--- config.mk ---
export PLATFORM = sky130hd
export DESIGN_NAME = rational_arith_unit
export DESIGN_NICKNAME = d
export VERILOG_FILES = /design/src/rtl/rau_pkg.sv /design/src/rtl/rau_divider.sv /design/src/rtl/rational_arith_unit.sv
export SDC_FILE = /design/constraint.sdc
export NUM_CORES = 2
export LEC_CHECK = 0
export BUFFER_PORTS_ARGS = -buffer_cell sky130_fd_sc_hd__clkbuf_2
export CORE_ASPECT_RATIO = 1.25
export CORE_MARGIN = 8
export CORE_UTILIZATION = 40
export DETAILED_ROUTE_END_ITERATION = 7
export PLACE_DENSITY_LB_ADDON = 0.1
export SLEW_MARGIN = 15
export SYNTH_ARGS = -nofsm -noshare
export SYNTH_HDL_FRONTEND = slang
export SYNTH_SLANG_ARGS = --single-unit
--- constraint.sdc ---
create_clock -name clk -period 17.89 [get_ports clk]
set_clock_uncertainty 0.05 [all_clocks]
set_input_delay 0.8945 -clock clk [delete_from_list [all_inputs] [get_ports clk]]
set_output_delay 0.8945 -clock clk [all_outputs]
set_load 0.05 [all_outputs]
--- src/rtl/rau_pkg.sv ---
`timescale 1ns / 1ps
`default_nettype none
// ----------------------------------------------------------------------------
// rau_pkg: shared definitions for the rational arithmetic unit
// Word width, action codes and the divider command/response records.
// ----------------------------------------------------------------------------
package rau_pkg;

  localparam int WordBits = 32;
  localparam int CntBits  = $clog2(WordBits + 1);

  typedef logic [WordBits-1:0] word_t;

  typedef enum logic [2:0] {
    ACT_ADD    = 3'd0,
    ACT_SUB    = 3'd1,
    ACT_MUL    = 3'd2,
    ACT_DIV    = 3'd3,
    ACT_REDUCE = 3'd4
  } action_t;

  typedef struct packed {
    logic  start;
    word_t dividend;
    word_t divisor;
  } div_cmd_t;

  typedef struct packed {
    logic  done;
    word_t quot;
    word_t rem;
  } div_rsp_t;

endpackage : rau_pkg
`default_nettype wire

--- src/rtl/rau_divider.sv ---
`timescale 1ns / 1ps
`default_nettype none
// ----------------------------------------------------------------------------
// rau_divider: unsigned restoring divider
// One quotient bit per cycle; divisor must be nonzero.
// ----------------------------------------------------------------------------
module rau_divider
  import rau_pkg::*;
(
  input  wire logic     clk,
  input  wire logic     rst_n,
  input  wire div_cmd_t cmd,
  output div_rsp_t      rsp
);

  logic                busy_r, busy_nxt;
  logic                done_r, done_nxt;
  logic [CntBits-1:0]  cnt_r, cnt_nxt;
  word_t               quot_r, quot_nxt;
  word_t               rem_r, rem_nxt;
  word_t               dvs_r, dvs_nxt;
  logic [WordBits:0]   trial;

  always_comb begin
    busy_nxt = busy_r;
    done_nxt = 1'b0;
    cnt_nxt  = cnt_r;
    quot_nxt = quot_r;
    rem_nxt  = rem_r;
    dvs_nxt  = dvs_r;
    trial    = {rem_r, quot_r[WordBits-1]} - {1'b0, dvs_r};
    if (cmd.start) begin
      busy_nxt = 1'b1;
      cnt_nxt  = CntBits'(WordBits);
      quot_nxt = cmd.dividend;
      rem_nxt  = '0;
      dvs_nxt  = cmd.divisor;
    end else if (busy_r) begin
      // shift next dividend bit in, keep remainder if it fits
      if (!trial[WordBits]) begin
        rem_nxt = trial[WordBits-1:0];
        quot_nxt = {quot_r[WordBits-2:0], 1'b1};
      end else begin
        rem_nxt = {rem_r[WordBits-2:0], quot_r[WordBits-1]};
        quot_nxt = {quot_r[WordBits-2:0], 1'b0};
      end
      cnt_nxt = cnt_r - 1'b1;
      if (cnt_r == CntBits'(1)) begin
        busy_nxt = 1'b0;
        done_nxt = 1'b1;
      end
    end
  end

  always_ff @(posedge clk) begin
    if (!rst_n) begin
      busy_r <= 1'b0;
      done_r <= 1'b0;
      cnt_r  <= '0;
    end else begin
      busy_r <= busy_nxt;
      done_r <= done_nxt;
      cnt_r  <= cnt_nxt;
    end
    quot_r <= quot_nxt;
    rem_r  <= rem_nxt;
    dvs_r  <= dvs_nxt;
  end

  assign rsp.done = done_r;
  assign rsp.quot = quot_r;
  assign rsp.rem  = rem_r;

endmodule : rau_divider
`default_nettype wire

--- src/rtl/rational_arith_unit.sv ---
`timescale 1ns / 1ps
`default_nettype none
// ----------------------------------------------------------------------------
// rational_arith_unit: signed fraction add, subtract, multiply, divide, reduce
// Sequenced datapath with one multiplier and one shared serial divider.
// ----------------------------------------------------------------------------
// One transaction at a time. Add and subtract with equal denominators have the
// result registered in the cycle after acceptance; otherwise the states S_MUL1,
// S_MUL2 and S_ADDS form three products on the shared multiplier, the last one
// together with the sum. Multiply, divide and reduce run Euclid's gcd on the
// shared restoring divider, one remainder per division, then two more divisions
// by the gcd; consecutive Fibonacci operands give the longest gcd chain.
// in_stall is high from acceptance until the result has been taken.
module rational_arith_unit
  import rau_pkg::*;
(
  input  wire logic        clk,
  input  wire logic        rst_n,
  input  wire logic        in_valid,
  output logic             in_stall,
  input  wire logic [2:0]  in_action,
  input  wire logic [31:0] in_a_num,
  input  wire logic [31:0] in_a_den,
  input  wire logic [31:0] in_b_num,
  input  wire logic [31:0] in_b_den,
  output logic             out_valid,
  input  wire logic        out_stall,
  output logic [31:0]      out_res_num,
  output logic [31:0]      out_res_den,
  output logic             out_bad_operand
);

  typedef enum logic [3:0] {
    S_IDLE, S_MUL1, S_MUL2, S_ADDS, S_RED, S_GCD, S_GCDW,
    S_QN, S_QNW, S_QD, S_QDW, S_OUT
  } state_t;

  state_t   state_r;
  action_t  act_r;
  word_t    an_r, ad_r, bn_r, bd_r;
  word_t    p0_r, p1_r;
  word_t    n_r, d_r, x_r, y_r, mag_r;
  logic     neg_r;
  word_t    rn_r, rd_r;
  logic     bad_r;
  logic     ovalid_r;
  div_cmd_t dcmd;
  div_rsp_t drsp;

  word_t mul_a, mul_b, mul_p;
  assign mul_p = mul_a * mul_b;

  always_comb begin
    mul_a = an_r;
    mul_b = bd_r;
    if (state_r == S_MUL2) begin
      unique case (act_r)
        ACT_ADD, ACT_SUB: begin mul_a = bn_r; mul_b = ad_r; end
        default:          begin mul_a = ad_r; mul_b = bd_r; end
      endcase
    end else if (state_r == S_ADDS) begin
      mul_a = ad_r;
      mul_b = bd_r;
    end else begin
      unique case (act_r)
        ACT_ADD, ACT_SUB: begin mul_a = an_r; mul_b = bd_r; end
        default:          begin mul_a = an_r; mul_b = bn_r; end
      endcase
    end
  end

  always_comb begin
    dcmd.start    = 1'b0;
    dcmd.dividend = x_r;
    dcmd.divisor  = y_r;
    unique case (state_r)
      S_GCD: dcmd.start = (y_r != '0);
      S_QN: begin dcmd.start = 1'b1; dcmd.dividend = mag_r; dcmd.divisor = x_r; end
      S_QD: begin dcmd.start = 1'b1; dcmd.dividend = d_r;   dcmd.divisor = x_r; end
      default: ;
    endcase
  end

  rau_divider u_div (
    .clk   (clk),
    .rst_n (rst_n),
    .cmd   (dcmd),
    .rsp   (drsp)
  );

  word_t sum_w;
  assign sum_w = p0_r + p1_r;

  always_ff @(posedge clk) begin
    if (!rst_n) begin
      state_r  <= S_IDLE;
      ovalid_r <= 1'b0;
    end else begin
      unique case (state_r)
        S_IDLE: if (in_valid) begin
          act_r <= action_t'(in_action);
          an_r  <= in_a_num;
          ad_r  <= in_a_den;
          bn_r  <= (in_action == 3'(ACT_SUB)) ? -in_b_num :
                   (in_action == 3'(ACT_DIV)) ? in_b_den : in_b_num;
          bd_r  <= (in_action == 3'(ACT_DIV)) ? in_b_num : in_b_den;
          rn_r  <= '0;
          rd_r  <= 32'd1;
          bad_r <= 1'b0;
          if (in_action > 3'(ACT_REDUCE) || in_a_den == '0 ||
              (in_action != 3'(ACT_REDUCE) && in_b_den == '0) ||
              (in_action == 3'(ACT_DIV) && in_b_num == '0)) begin
            bad_r    <= 1'b1;
            ovalid_r <= 1'b1;
            state_r  <= S_OUT;
          end else if (in_action == 3'(ACT_REDUCE)) begin
            n_r     <= in_a_num;
            d_r     <= in_a_den;
            state_r <= S_RED;
          end else if (in_action <= 3'(ACT_SUB) && in_a_den == in_b_den) begin
            rn_r     <= in_a_num + ((in_action == 3'(ACT_SUB)) ? -in_b_num : in_b_num);
            rd_r     <= in_a_den;
            ovalid_r <= 1'b1;
            state_r  <= S_OUT;
          end else begin
            state_r <= S_MUL1;
          end
        end
        S_MUL1: begin
          p0_r    <= mul_p;
          state_r <= S_MUL2;
        end
        S_MUL2: begin
          p1_r <= mul_p;
          if (act_r == ACT_ADD || act_r == ACT_SUB) begin
            state_r <= S_ADDS;
          end else begin
            n_r <= p0_r;
            d_r <= mul_p;
            if (p0_r == '0) begin
              ovalid_r <= 1'b1;
              state_r  <= S_OUT;
            end else if (mul_p == '0) begin
              bad_r    <= 1'b1;
              ovalid_r <= 1'b1;
              state_r  <= S_OUT;
            end else begin
              state_r <= S_RED;
            end
          end
        end
        S_ADDS: begin
          // cross-multiplied sum; shared multiplier now gives ad*bd
          if (sum_w == '0) begin
            rn_r <= '0;
            rd_r <= 32'd1;
          end else if (mul_p == '0) begin
            bad_r <= 1'b1;
          end else begin
            rn_r <= sum_w;
            rd_r <= mul_p;
          end
          ovalid_r <= 1'b1;
          state_r  <= S_OUT;
        end
        S_RED: begin
          // sign to numerator, then start gcd on magnitudes
          if (n_r == '0) begin
            ovalid_r <= 1'b1;
            state_r  <= S_OUT;
          end else begin
            logic [31:0] nn, dd, mm;
            nn = d_r[31] ? -n_r : n_r;
            dd = d_r[31] ? -d_r : d_r;
            mm = nn[31] ? -nn : nn;
            neg_r   <= nn[31];
            d_r     <= dd;
            mag_r   <= mm;
            x_r     <= mm;
            y_r     <= dd;
            state_r <= S_GCD;
          end
        end
        S_GCD: begin
          if (y_r == '0) state_r <= S_QN;
          else           state_r <= S_GCDW;
        end
        S_GCDW: if (drsp.done) begin
          x_r     <= y_r;
          y_r     <= drsp.rem;
          state_r <= S_GCD;
        end
        S_QN: state_r <= S_QNW;
        S_QNW: if (drsp.done) begin
          rn_r    <= neg_r ? -drsp.quot : drsp.quot;
          state_r <= S_QD;
        end
        S_QD: state_r <= S_QDW;
        S_QDW: if (drsp.done) begin
          rd_r     <= drsp.quot;
          ovalid_r <= 1'b1;
          state_r  <= S_OUT;
        end
        S_OUT: if (!out_stall) begin
          ovalid_r <= 1'b0;
          state_r  <= S_IDLE;
        end
        default: state_r <= S_IDLE;
      endcase
    end
  end

  assign in_stall        = (state_r != S_IDLE);
  assign out_valid       = ovalid_r;
  assign out_res_num     = bad_r ? '0 : rn_r;
  assign out_res_den     = bad_r ? 32'd1 : rd_r;
  assign out_bad_operand = bad_r;

  a_valid_state: assert property (@(posedge clk) disable iff (!rst_n)
    out_valid |-> state_r == S_OUT) else $error("result valid outside output state");
  a_bad_zero: assert property (@(posedge clk) disable iff (!rst_n)
    out_valid && out_bad_operand |-> out_res_num == '0 && out_res_den == 32'd1)
    else $error("error result not 0/1");
  a_div_idle: assert property (@(posedge clk) disable iff (!rst_n)
    drsp.done |-> state_r == S_GCDW || state_r == S_QNW || state_r == S_QDW)
    else $error("divider done while not waiting");

endmodule : rational_arith_unit
`default_nettype wire

==> flow_summary.toml <==
[setup_path]
worst_path_max_delay_cell = "a2111oi_4"
worstPathArrival_ps = 12380
worst_path_dominant_cell_family = "adder cells"
worst_path_most_repeated_cell = "fa_1"
critPathBufInv = 8
cp_slowest_stage_delay_ps = 910
worstSetupEndpointType = "register"
path_class = "register to register"
required_ps = 18150
path_max_fanout = 56
cp-start-kind = "register"

[timing]
fin_crit_sh_pct = 67.8
setup_viol = 0
finalCriticalPeriod_ps = 12120
finalSetupTns_ps = 0
relSlewSlack_pct = 18.9
fmax_mhz = 82.5
rsz0062_at_grt = "false"
hold_viol = 0
tightestPinTransition_ps = 1210
report.final.slew_viol_count = 0

[detailed_routing]
drt_wl_total_mm = 202
via_per_inst = 5.86
drt_first_pass_iters = 6
ant_nets = 0
vias = 40413
drtIter0Drc = 4033
top_layer = "met5"
wl_per_cell_um = 29.3
route.met2.wl_mm = 98.1
drcViolationCount = 0
wl_met1_mm = 75.0
met3_length_mm = 14.6

[final_layout]
final_cell_mix = "680 x nand2_1, 615 x nor2_1, 486 x inv_1, 484 x edfxtp_1, 411 x fa_1"
drive_above_1_share_pct = 10.8
area_growth_pct = 10.6
nets = 6011
nFillCells = 11884
seq_area_mm2 = 0.0154
multi_input_area_mm2 = 0.0302
final_common_cell = "nand2_1"

[placed_design]
hpwl_mm = 162
gp_congestion = 0.982
port_buffers = 201

[logic_synthesis]
yosysTopAreaCell = "edfxtp_1"
ys_types = 91
ys_ff_latch = 529
synthCells = 5124
ys_warn_count = 0
async_flop_share_pct = 0
yosysTopAreaCellShare_pct = 30.2
synth_fp_nets = 5893
syn-cell-area_mm2 = 0.0482
synth_edf_count = 484
synth_area_per_cell_um2 = 9.40
ys_seq_area_share_pct = 32.0
synth_area_leaders = "edfxtp_1 30%, fa_1 17%, ha_1 5.8%"
synth_top_flop_cell = "edfxtp_1"

[clocking]
cts_hold_buf = 0
htree_levels = 2
ctsResizeCount = 0
clkSlewWorstSetupHoldPaths_ps = 70
cts_buffer_depth = 3
cts_setup_buffers = 0
cts_buffers = 54
clkSinkCount = 529
cts-root-buf = "clkbuf_16"
clock_latency_ps = 650
cts_tree = "yes"

[die]
die-area_mm2 = 0.132
rows = 142
ios = 202
start_util_pct = 40.2
die_height_um = 404
core_mm2 = 0.120
die_x_um = 326

[global_routing]
grt_pass1_wl_mm = 289
grt_antenna_before_repair = 35
grt-ovfl-total = 0
grt_pass1_vias = 40977
grt_max_degree = 131
grt_use_total_pct = 29.8

[status]
status = "completed"

[min_path]
holdCritPathClass = "register to register"

[run]
max-cap-violations = 0
## routing by layer
metal / GRT usage [%] / vias up
met2: 51.4 / 1741
met1: 34.7 / 20263
met5: 0 / -
met3: 5.28 / 492
met4: 17.3 / 14
li1: - / 17903
## kinds of logic after synthesis
logic type | Yosys count | synth area share (%)
and+or+nand+nor | 1809 | 16.7
AOI/OAI and AO/OA | 981 | 14.1
buffers and inverters | 738 | 5.90
adders and majority gates | 634 | 22.9
DFF | 529 | 32.0
xor gates and xnor gates | 348 | 6.51
muxes | 85 | 1.88
## tightest hold or removal path, cell delays in order, from the launching register on
cell	delay [ps]
dfxtp_1	330
nand2b_1	70
a21oi_1	50
## per-stage QoR
stage / instance area (um^2) / util (%) / instances / hold slack (ps) / setup slack [ps]
final: 53300 / 44.5 / 6892 / 442 / 5770
after global routing: 53200 / 44.4 / 6873 / 468 / 5320
after CTS: 53200 / 44.4 / 6872 / 446 / 5820
after detailed placement: 51300 / 42.8 / 6770 / 434 / 5890
after global placement: 51300 / 42.8 / 6769 / 428 / 5920
after floorplan: 48200 / - / 5124 / 418 / 5140
## worst paths after layout
kind                                                  start                     endpoint  slack, ps  cells after the start
worst max-delay path                state_r[1]$_SDFFE_PN0P_            rd_r[7]$_DFFE_PP_       5770                     31
worst min register to register  u_div.cnt_r[0]$_SDFFE_PP0P_  u_div.cnt_r[0]$_SDFFE_PP0P_        440                      2
worst min-delay path            u_div.cnt_r[0]$_SDFFE_PP0P_  u_div.cnt_r[0]$_SDFFE_PP0P_        440                      2
worst max register to register      state_r[1]$_SDFFE_PN0P_            rd_r[7]$_DFFE_PP_       5770                     31
## cell usage after synthesis, types with 69 or more instances
cell,number
nor2_1,626
xnor2_1,185
nor3_1,69
inv_1,486
o21ai_0,170
a21o_1,93
clkbuf_1,200
nand2_1,683
xor2_1,156
fa_1,411
a22oi_1,71
a21oi_1,183
edfxtp_1,484
ha_1,223
nor2b_1,87
## layout make-up
cell class | instances | share of cell area (%)
inverters | 487 | 3.43
multi-input cells | 3857 | 56.7
clock buffers | 63 | 2.68
diodes | 20 | 0.0940
repair buffers | 313 | 3.49
clock inverters | 39 | 0.907
flip-flops and latches | 529 | 29.0
well taps | 1584 | 3.72
Power is left out: the tool's default activity adds up to more than one toggle a clock period on the data nets, which glitch-free logic cannot reach.
